===== src/rtl/core/lcdf_pkg.sv =====
// ----------------------------------------------------------------------------
// lcdf_pkg: shared types and constants for the character LCD framer
// Operation codes, register indexes, word bit positions, fixed command
// bytes and the controller/datapath handshake structs.
// ----------------------------------------------------------------------------
package lcdf_pkg;

  // operation codes on the command field
  typedef enum logic [1:0] {
    CMD_SEND_BYTE  = 2'd0,
    CMD_PRINT_CHAR = 2'd1,
    CMD_SET_CURSOR = 2'd2,
    CMD_INIT       = 2'd3
  } cmd_t;

  // configuration register indexes
  localparam logic [1:0] REG_COLUMN_COUNT    = 2'd0;
  localparam logic [1:0] REG_LINE_COUNT      = 2'd1;
  localparam logic [1:0] REG_DISPLAY_CONTROL = 2'd2;

  // register reset values
  localparam logic [6:0] COLUMN_COUNT_RST    = 7'd16;
  localparam logic [2:0] LINE_COUNT_RST      = 3'd2;
  localparam logic [7:0] DISPLAY_CONTROL_RST = 8'h0C;

  // shift word control bits
  localparam logic [7:0] WORD_EN = 8'h40;
  localparam logic [7:0] WORD_RS = 8'h20;

  // fixed display command bytes
  localparam logic [7:0] LINE1_ADDR    = 8'h80;
  localparam logic [7:0] LINE2_ADDR    = 8'hC0;
  localparam logic [7:0] FUNCTION_SET  = 8'h28;
  localparam logic [7:0] CLEAR_DISPLAY = 8'h01;
  localparam logic [7:0] WAKE_PAIR     = 8'h33; // two wake-up nibbles of 3
  localparam logic [7:0] MODE_PAIR     = 8'h32; // third wake-up nibble, then 4-bit mode

  // byte queue depth (init sends five bytes)
  localparam int QUEUE_DEPTH = 5;
  localparam int QCNT_W      = 3;

  // word phase inside one nibble
  localparam logic [1:0] PH_STROBE = 2'd0;
  localparam logic [1:0] PH_HOLD   = 2'd1;
  localparam logic [1:0] PH_IDLE   = 2'd2;

  typedef enum logic {
    ST_IDLE = 1'b0,
    ST_EMIT = 1'b1
  } state_t;

  typedef struct packed {
    logic load;     // take the request on the input channel
    logic advance;  // current word was taken
  } ctrl_cmd_t;

  typedef struct packed {
    logic no_words;  // request being loaded produces no words
    logic last_word; // current word ends the run
  } ctrl_status_t;

endpackage


===== src/rtl/core/lcdf_ctrl.sv =====
// ----------------------------------------------------------------------------
// lcdf_ctrl: controller for the character LCD framer
// Idles until a request arrives, then, unless it produces no words, steps
// the datapath one word per accepted output until the run ends.
// ----------------------------------------------------------------------------
module lcdf_ctrl (
  input  logic                  clk,
  input  logic                  rst,
  input  logic                  in_valid,
  output logic                  in_stall,
  output logic                  out_valid,
  input  logic                  out_stall,
  input  lcdf_pkg::ctrl_status_t status,
  output lcdf_pkg::ctrl_cmd_t    cmd
);

  lcdf_pkg::state_t state, state_next;

  // hold state
  always_ff @(posedge clk) begin
    if (rst) begin
      state <= lcdf_pkg::ST_IDLE;
    end else begin
      state <= state_next;
    end
  end

  // pick next state and drive datapath commands
  always_comb begin
    state_next  = state;
    cmd.load    = 1'b0;
    cmd.advance = 1'b0;
    in_stall    = 1'b1;
    out_valid   = 1'b0;
    unique case (state)
      lcdf_pkg::ST_IDLE: begin
        in_stall = 1'b0;
        if (in_valid) begin
          cmd.load = 1'b1;
          if (!status.no_words) state_next = lcdf_pkg::ST_EMIT;
        end
      end
      lcdf_pkg::ST_EMIT: begin
        out_valid = 1'b1;
        if (!out_stall) begin
          cmd.advance = 1'b1;
          if (status.last_word) state_next = lcdf_pkg::ST_IDLE;
        end
      end
      default: state_next = lcdf_pkg::ST_IDLE;
    endcase
  end

endmodule


===== src/rtl/core/lcdf_datapath.sv =====
// ----------------------------------------------------------------------------
// lcdf_datapath: byte queue, cursor state and word builder
// Plans the bytes of a request on load, keeps the cursor and the
// configuration registers, and turns the queue head into shift words.
// ----------------------------------------------------------------------------
module lcdf_datapath (
  input  logic                  clk,
  input  logic                  rst,
  input  logic                  cfg_write,
  input  logic [1:0]            cfg_index,
  input  logic [7:0]            cfg_data,
  input  logic [1:0]            command,
  input  logic [7:0]            data_byte,
  input  logic [2:0]            cursor_line,
  input  logic [5:0]            cursor_column,
  input  lcdf_pkg::ctrl_cmd_t    cmd,
  output lcdf_pkg::ctrl_status_t status,
  output logic [7:0]            shift_word,
  output logic                  last
);

  localparam int QD = lcdf_pkg::QUEUE_DEPTH;
  localparam int CW = lcdf_pkg::QCNT_W;

  // configuration
  logic [6:0] column_count;
  logic [2:0] line_count;
  logic [7:0] display_control;

  // cursor
  logic [2:0] cur_line;
  logic [6:0] cur_col;

  // byte queue: {rs, byte}, head at entry 0
  logic [8:0]    queue [QD];
  logic [CW-1:0] count;
  logic [1:0]    phase;
  logic          half;

  // load plan
  logic [8:0]    plan [QD];
  logic [CW-1:0] plan_count;
  logic [2:0]    plan_line;
  logic [6:0]    plan_col;

  // print wrap terms
  logic [7:0] col_inc;
  logic       wrap_col;
  logic [3:0] line_inc;
  logic       wrap_line;
  logic       move_emit;
  logic [7:0] move_byte;
  logic [7:0] set_byte;

  // write configuration registers
  always_ff @(posedge clk) begin
    if (rst) begin
      column_count    <= lcdf_pkg::COLUMN_COUNT_RST;
      line_count      <= lcdf_pkg::LINE_COUNT_RST;
      display_control <= lcdf_pkg::DISPLAY_CONTROL_RST;
    end else if (cfg_write) begin
      unique case (cfg_index)
        lcdf_pkg::REG_COLUMN_COUNT:    column_count    <= cfg_data[6:0];
        lcdf_pkg::REG_LINE_COUNT:      line_count      <= cfg_data[2:0];
        lcdf_pkg::REG_DISPLAY_CONTROL: display_control <= cfg_data;
        default: ;
      endcase
    end
  end

  // work out cursor wrap for a printed character
  always_comb begin
    col_inc   = {1'b0, cur_col} + 8'd1;
    wrap_col  = col_inc >= {1'b0, column_count};
    line_inc  = wrap_col ? ({1'b0, cur_line} + 4'd1) : {1'b0, cur_line};
    wrap_line = line_inc > {1'b0, line_count};
    move_emit = wrap_col && (line_inc == 4'd1 || line_inc == 4'd2);
    move_byte = (line_inc == 4'd1) ? lcdf_pkg::LINE1_ADDR : lcdf_pkg::LINE2_ADDR;
    set_byte  = ((cursor_line == 3'd1) ? lcdf_pkg::LINE1_ADDR : lcdf_pkg::LINE2_ADDR)
                + {2'b00, cursor_column};
  end

  // plan the bytes and the new cursor of the incoming request
  always_comb begin
    for (int i = 0; i < QD; i++) plan[i] = '0;
    plan_count = '0;
    plan_line  = cur_line;
    plan_col   = cur_col;
    unique case (lcdf_pkg::cmd_t'(command))
      lcdf_pkg::CMD_SEND_BYTE: begin
        plan[0]    = {1'b0, data_byte};
        plan_count = CW'(1);
      end
      lcdf_pkg::CMD_PRINT_CHAR: begin
        plan[0] = {1'b1, data_byte};
        if (move_emit) begin
          plan[1] = {1'b0, move_byte};
          plan[2] = {1'b0, lcdf_pkg::LINE1_ADDR};
        end else begin
          plan[1] = {1'b0, lcdf_pkg::LINE1_ADDR};
        end
        plan_count = CW'(1) + CW'(move_emit) + CW'(wrap_line);
        if (wrap_line) begin
          plan_line = 3'd1;
          plan_col  = '0;
        end else if (wrap_col) begin
          plan_line = line_inc[2:0];
          plan_col  = '0;
        end else begin
          plan_col  = col_inc[6:0];
        end
      end
      lcdf_pkg::CMD_SET_CURSOR: begin
        plan[0]    = {1'b0, set_byte};
        plan_count = (cursor_line == 3'd1 || cursor_line == 3'd2) ? CW'(1) : CW'(0);
        plan_line  = cursor_line;
        plan_col   = {1'b0, cursor_column};
      end
      lcdf_pkg::CMD_INIT: begin
        plan[0]    = {1'b0, lcdf_pkg::WAKE_PAIR};
        plan[1]    = {1'b0, lcdf_pkg::MODE_PAIR};
        plan[2]    = {1'b0, lcdf_pkg::FUNCTION_SET};
        plan[3]    = {1'b0, display_control};
        plan[4]    = {1'b0, lcdf_pkg::CLEAR_DISPLAY};
        plan_count = CW'(QD);
        plan_line  = 3'd1;
        plan_col   = '0;
      end
      default: ;
    endcase
  end

  // load the plan, then advance phase, nibble and queue per taken word
  always_ff @(posedge clk) begin
    if (rst) begin
      cur_line <= 3'd1;
      cur_col  <= '0;
      count    <= '0;
      phase    <= lcdf_pkg::PH_STROBE;
      half     <= 1'b0;
    end else if (cmd.load) begin
      cur_line <= plan_line;
      cur_col  <= plan_col;
      count    <= plan_count;
      phase    <= lcdf_pkg::PH_STROBE;
      half     <= 1'b0;
    end else if (cmd.advance) begin
      if (phase == lcdf_pkg::PH_IDLE) begin
        phase <= lcdf_pkg::PH_STROBE;
        half  <= ~half;
        if (half) count <= count - CW'(1);
      end else begin
        phase <= phase + 2'd1;
      end
    end
  end

  // queue payload: fill on load, shift toward the head after each byte
  always_ff @(posedge clk) begin
    if (cmd.load) begin
      for (int i = 0; i < QD; i++) queue[i] <= plan[i];
    end else if (cmd.advance && phase == lcdf_pkg::PH_IDLE && half) begin
      for (int i = 0; i < QD - 1; i++) queue[i] <= queue[i+1];
    end
  end

  // build the word from the queue head
  logic [3:0] nibble;
  logic [7:0] base;
  always_comb begin
    nibble = half ? queue[0][3:0] : queue[0][7:4];
    base   = {4'b0000, nibble} | (queue[0][8] ? lcdf_pkg::WORD_RS : 8'h00);
    unique case (phase)
      lcdf_pkg::PH_STROBE: shift_word = base | lcdf_pkg::WORD_EN;
      lcdf_pkg::PH_HOLD:   shift_word = base;
      default:             shift_word = 8'h00;
    endcase
  end

  assign status.last_word = (count == CW'(1)) && half && (phase == lcdf_pkg::PH_IDLE);
  assign status.no_words  = (plan_count == '0);
  assign last             = status.last_word;

endmodule


===== src/rtl/core/char_lcd_shift_register_framer.sv =====
// Start: first word of a request is shown the cycle after it is taken.
// Throughput: six words per byte, one per cycle without output stall; a set cursor to a
// line other than 1 or 2 sends no words. Words come from the byte queue sequencer, which
// runs one request at a time.
// Reset: synchronous, active high; registers to 16 columns, 2 lines, control 0x0C,
// cursor to line 1 column 0, no run in progress.
// ----------------------------------------------------------------------------
// char_lcd_shift_register_framer: character LCD framer, 4-bit mode
// Turns display operations into parallel words for an output shift register.
// ----------------------------------------------------------------------------
module char_lcd_shift_register_framer (
  input  logic       clk,
  input  logic       rst,
  input  logic       cfg_write,
  input  logic [1:0] cfg_index,
  input  logic [7:0] cfg_data,
  input  logic       in_valid,
  output logic       in_stall,
  input  logic [1:0] command,
  input  logic [7:0] data_byte,
  input  logic [2:0] cursor_line,
  input  logic [5:0] cursor_column,
  output logic       out_valid,
  input  logic       out_stall,
  output logic [7:0] shift_word,
  output logic       last
);

  lcdf_pkg::ctrl_cmd_t    cmd;
  lcdf_pkg::ctrl_status_t status;

  // sequence requests and words
  lcdf_ctrl u_ctrl (
    .clk       (clk),
    .rst       (rst),
    .in_valid  (in_valid),
    .in_stall  (in_stall),
    .out_valid (out_valid),
    .out_stall (out_stall),
    .status    (status),
    .cmd       (cmd)
  );

  // plan bytes, keep cursor, build words
  lcdf_datapath u_datapath (
    .clk           (clk),
    .rst           (rst),
    .cfg_write     (cfg_write),
    .cfg_index     (cfg_index),
    .cfg_data      (cfg_data),
    .command       (command),
    .data_byte     (data_byte),
    .cursor_line   (cursor_line),
    .cursor_column (cursor_column),
    .cmd           (cmd),
    .status        (status),
    .shift_word    (shift_word),
    .last          (last)
  );

endmodule


===== config.mk =====
export PLATFORM = sky130hd
export DESIGN_NAME = char_lcd_shift_register_framer
export DESIGN_NICKNAME = d
export VERILOG_FILES = /design/src/rtl/core/lcdf_pkg.sv /design/src/rtl/core/lcdf_ctrl.sv /design/src/rtl/core/lcdf_datapath.sv /design/src/rtl/core/char_lcd_shift_register_framer.sv
export SDC_FILE = /design/constraint.sdc
export NUM_CORES = 1
export LEC_CHECK = 0
export BUFFER_PORTS_ARGS = -buffer_cell sky130_fd_sc_hd__buf_2
export CORE_MARGIN = 10
export CORE_UTILIZATION = 58
export DETAILED_ROUTE_END_ITERATION = 6
export PLACE_DENSITY_LB_ADDON = 0.08
export SYNTH_ARGS = -nofsm -noshare
export SYNTH_HDL_FRONTEND = slang
export SYNTH_SLANG_ARGS = --single-unit
export TNS_END_PERCENT = 1

===== constraint.sdc =====
create_clock -name clk -period 4.21 [get_ports clk]
set_input_delay 0.2105 -clock clk [delete_from_list [all_inputs] [get_ports clk]]
set_output_delay 0.2105 -clock clk [all_outputs]
set_load 0.01 [all_outputs]

==> summary.md <==
| Metric | Value |
|---|---|
| DRC violations left | `0` |
| Critical Path AT | `4.18 ns` |
| Antenna cell count | `0` |
| # rows | `29` |
| CTS tree | `built` |
| Tmin final | `3.92 ns` |
| Gpl congestion | `0.929` |
| Total grt overflow | `0` |
| Detailed placement HPWL | `6360 µm` |
| Status | `finished clean` |
| Pleak | `1.73 nW` |
| Maximum VDD drop | `293 µV` |
| Power Density | `395 nW/µm²` |
| Synth warnings | `0` |
| Combinational share of power | `20.3%` |
| Vias in the first global route | `2923` |
| Mapped cell area | `3690 µm²` |
| Worst path cell trace | `and3_2 > nand3_1 > xnor2_1 > ha_1 > a21o_1 > a21oi_2 > nand2_1 > o21ai_1 > xnor2_1 > ha_1 > nand2_1 > or2_2 > mux2i_2 > o22a_1 > ha_1 > inv_1 > o221ai_1 > a31oi_1` |
| Worst hold margin | `0.107 ns` |
| I/O Buffers | `42` |
| Worst reg-to-reg path cell count | `18` |
| Slew Viols, Final | `0` |
| Hold Crit Class | `input port to register` |
| Cts hold-fix bufs | `0` |
| Vias per inst | `5.79` |
| Via count | `2895` |
| Min-delay src | `cfg_data[7]` |
| Setup TNS | `0 ns` |
| Worst Hold Path Cells | `3` |
| Layout Nets | `466` |
| Final Routed Wirelength | `8480 µm` |
| Setup Skew | `0.0131 ns` |
| Startpoint types | `register` |
| Core Box Area | `6280 µm²` |
| Mean post-synth cell area | `9.71 µm²` |
| RSZ-0062 raised after global routing | `no` |
| Number of synthesized flops with an enable pin | `34` |
| Switching share of power | `29.1%` |
| Register area share after synthesis | `46.7%` |
| Yosys cell types | `58` |
| Reg2reg setup slack | `0.29 ns` |
| Num CTS Buffers | `9` |
| Fin crit share | `93.1%` |
| Tot GR Track Use | `17.5%` |
| Share of total power in the clock network | `31.8%` |
| Detail Route Antenna Nets | `0` |
| Synth Flop Type | `dfxtp_1` |
| CP max stage delay | `0.45 ns` |
| Crit Path Max Fanout | `7` |
| CP most frequent cell | `ha_1` |
| Global-route wire length before repair | `14200 µm` |
| Reg2reg end | `u_ctrl.state$_SDFF_PP0_` |
| CP max-delay cell | `dfxtp_1` |
| Initial core utilization | `58.8%` |
| Sw power | `476 µW` |
| I/O pin total | `45` |
| Pre-Repair DR Iteration Count | `5` |
| Worst Path Buf+Inv | `1` |
| Rel. slew slack | `47.2%` |
| Worst Setup End Kind | `register` |
| Clock tree root driver cell | `clkbuf_8` |
| # setup viols final | `0` |
| Delay-heaviest family, CP | `compound AO/OA/AOI/OAI gates` |
| Gates resized, CTS repair | `0` |
| Async SR Flop Fraction | `0%` |
| Initial antenna violation count | `0` |
| H-Tree Depth | `3` |
| Slew @ Worst Pin | `0.789 ns` |
| CTS clk-pin slew, worst paths | `0.07 ns` |
| Setup CP Type | `register to register` |
| Die H | `99.8 µm` |
| Sink Count | `69` |
| Hold Fails Final Rpt | `0` |
| FF-to-FF Start | `u_datapath.cur_col[2]$_SDFFE_PP0P_` |
| Internal | `1.16 mW` |
| Layout area overhead | `12.5%` |
| Cells after Synth | `380` |
| Total setup buffers inserted after CTS | `0` |
| Worst Path Required | `4.48 ns` |
| Max Clk Rate | `0.255 GHz` |
| Register bit total from synthesis | `69` |
| Sequential power share | `48.0%` |
| Die ar. | `9950 µm²` |
| Buffer depth of the longest clock path | `2` |
| Die X | `99.8 µm` |
| Largest net degree at the start of global routing | `37` |
| Max-cap viol count | `0` |
| Clk Latency, worst-skew pair | `0.34 ns` |
| Drt first-iter violations | `149` |
| Hold Path End | `u_datapath.display_control[7]$_SDFFE_PP0P_` |
| Share of cells above drive strength 1 | `20.1%` |
| Drt wl/cell | `17.0 µm` |
final cells by class:
cell class	count	area (µm²)
Timing Repair Buffer	46	240
Fill cell	534	2130
Sequential cell	69	1720
Clock inverter	6	65.1
Tap cell	77	96.3
Multi-Input combinational cell	275	1830
Inverter	17	63.8
Clock buffer	10	128
kinds of logic (layout without fill, tap and decap cells):
family	Yosys count	in the layout	share of synthesized area, %
AND/OR/NAND/NOR	139	139	19.7
XOR/XNOR	9	9	2.14
buffers and inverters	37	79	4.17
adder cells (fa/ha/maj)	14	14	4.75
multiplexers	19	19	5.26
flip-flops	69	69	46.7
other	1	2	0.102
AO/OA/AOI/OAI	92	92	17.3
sequential cells by signal (all words and copies together), names as in the netlist:
name / flops
u_datapath.line_count: 3
u_datapath.cur_col: 7
u_datapath.half: 1
u_datapath.phase: 2
u_datapath.cur_line: 3
u_ctrl.state: 1
u_datapath.display_control: 8
u_datapath.queue: 34
u_datapath.count: 3
u_datapath.column_count: 7
per-stage QoR:
step | worst slack, ns | std cells | area, µm² | utilization [%] | total power, mW
4_1_cts | 0.135 | 500 | 4130 | 65.8 | 1.65
3_3_place_gp | 0.356 | 484 | 3940 | 62.8 | 1.11
2_1_floorplan | 0.446 | 381 | 3690 | - | 1.03
5_1_grt | 0.00812 | 500 | 4150 | 66.1 | 1.72
3_5_place_dp | 0.170 | 484 | 3940 | 62.8 | 1.12
6_report | 0.292 | 500 | 4150 | 66.1 | 1.64
how the worst max path moves through the flow:
stage | from | endpoint | slack [ns] | cells after the start
after floorplan | u_datapath.cur_col[2]$_SDFFE_PP0P_ | u_ctrl.state$_SDFF_PP0_ | 0.45 | 18
after global routing | u_datapath.cur_col[2]$_SDFFE_PP0P_ | u_ctrl.state$_SDFF_PP0_ | 0.008 | 18
after CTS | u_datapath.cur_col[0]$_SDFFE_PP0P_ | u_datapath.count[0]$_SDFFE_PP0P_ | 0.14 | 16
after global placement | u_datapath.cur_col[2]$_SDFFE_PP0P_ | u_ctrl.state$_SDFF_PP0_ | 0.36 | 18
final | u_datapath.cur_col[2]$_SDFFE_PP0P_ | u_ctrl.state$_SDFF_PP0_ | 0.29 | 18
after detailed placement | u_datapath.cur_col[0]$_SDFFE_PP0P_ | u_datapath.count[0]$_SDFFE_PP0P_ | 0.17 | 16
placed cells by master, fill, tap and decap left out, drive strengths merged, types with 5 or more instances in the layout:
master | Yosys | final
and2 | 11 | 11
and3 | 11 | 11
inv | 16 | 16
o21ai | 23 | 23
nand3 | 10 | 10
clkinv | 1 | 5
edfxtp | 34 | 34
ha | 14 | 14
nand2 | 34 | 34
buf | 6 | 46
clkbuf | 14 | 10
a21oi | 24 | 24
a21o | 8 | 8
mux2i | 19 | 19
xnor2 | 7 | 7
o211ai | 9 | 9
nor3 | 6 | 6
nand2b | 5 | 5
dfxtp | 35 | 35
nor2 | 43 | 43
synthesized netlist by cell type (2+ instances only):
cell | n | share of area (%)
a221oi_1 | 3 | 0.71
o21a_1 | 3 | 0.61
nand3b_1 | 4 | 0.81
a21o_1 | 7 | 1.4
nand3_1 | 10 | 1.4
and3_1 | 8 | 1.4
ha_1 | 14 | 4.7
and2_1 | 11 | 1.9
or2_2 | 2 | 0.34
dfxtp_1 | 35 | 19
o221ai_1 | 2 | 0.47
o21ai_0 | 22 | 3.0
and3_4 | 2 | 0.61
xor2_1 | 2 | 0.47
xnor2_1 | 7 | 1.7
o22ai_1 | 4 | 0.68
edfxtp_1 | 34 | 28
o211ai_1 | 9 | 1.8
nor2_1 | 43 | 4.4
nor3_2 | 2 | 0.54
a21oi_1 | 24 | 3.3
mux2i_1 | 18 | 4.9
nand2b_1 | 4 | 0.68
nor2b_1 | 4 | 0.68
a31oi_1 | 4 | 0.68
nand2_1 | 34 | 3.5
buf_1 | 2 | 0.20
buf_4 | 4 | 0.81
or3_1 | 2 | 0.34
inv_1 | 16 | 1.6
nor3_1 | 4 | 0.54
clkbuf_1 | 14 | 1.4
power groups by stage:
stage	registers (mW)	logic, mW	clock network, mW
after global routing	0.792	0.368	0.560
after floorplan	0.794	0.239	0
after detailed placement	0.801	0.322	0
after global placement	0.798	0.315	0
after CTS	0.786	0.324	0.536
final	0.786	0.332	0.521
worst min-delay path, delay by kind of cell:
kind | cells | cell delay, ns
mux | 1 | 0.05
simple gates | 1 | 0.07
buf+inv | 1 | 0.08
layer usage:
metal | global-route usage [%] | wire [µm]
met1 | 22.8 | 3730
met5 | 0 | 0
met4 | 7.17 | 195
met3 | 5.54 | 678
met2 | 26.2 | 3880
No activity file was read; power rests on OpenSTA's default activity.
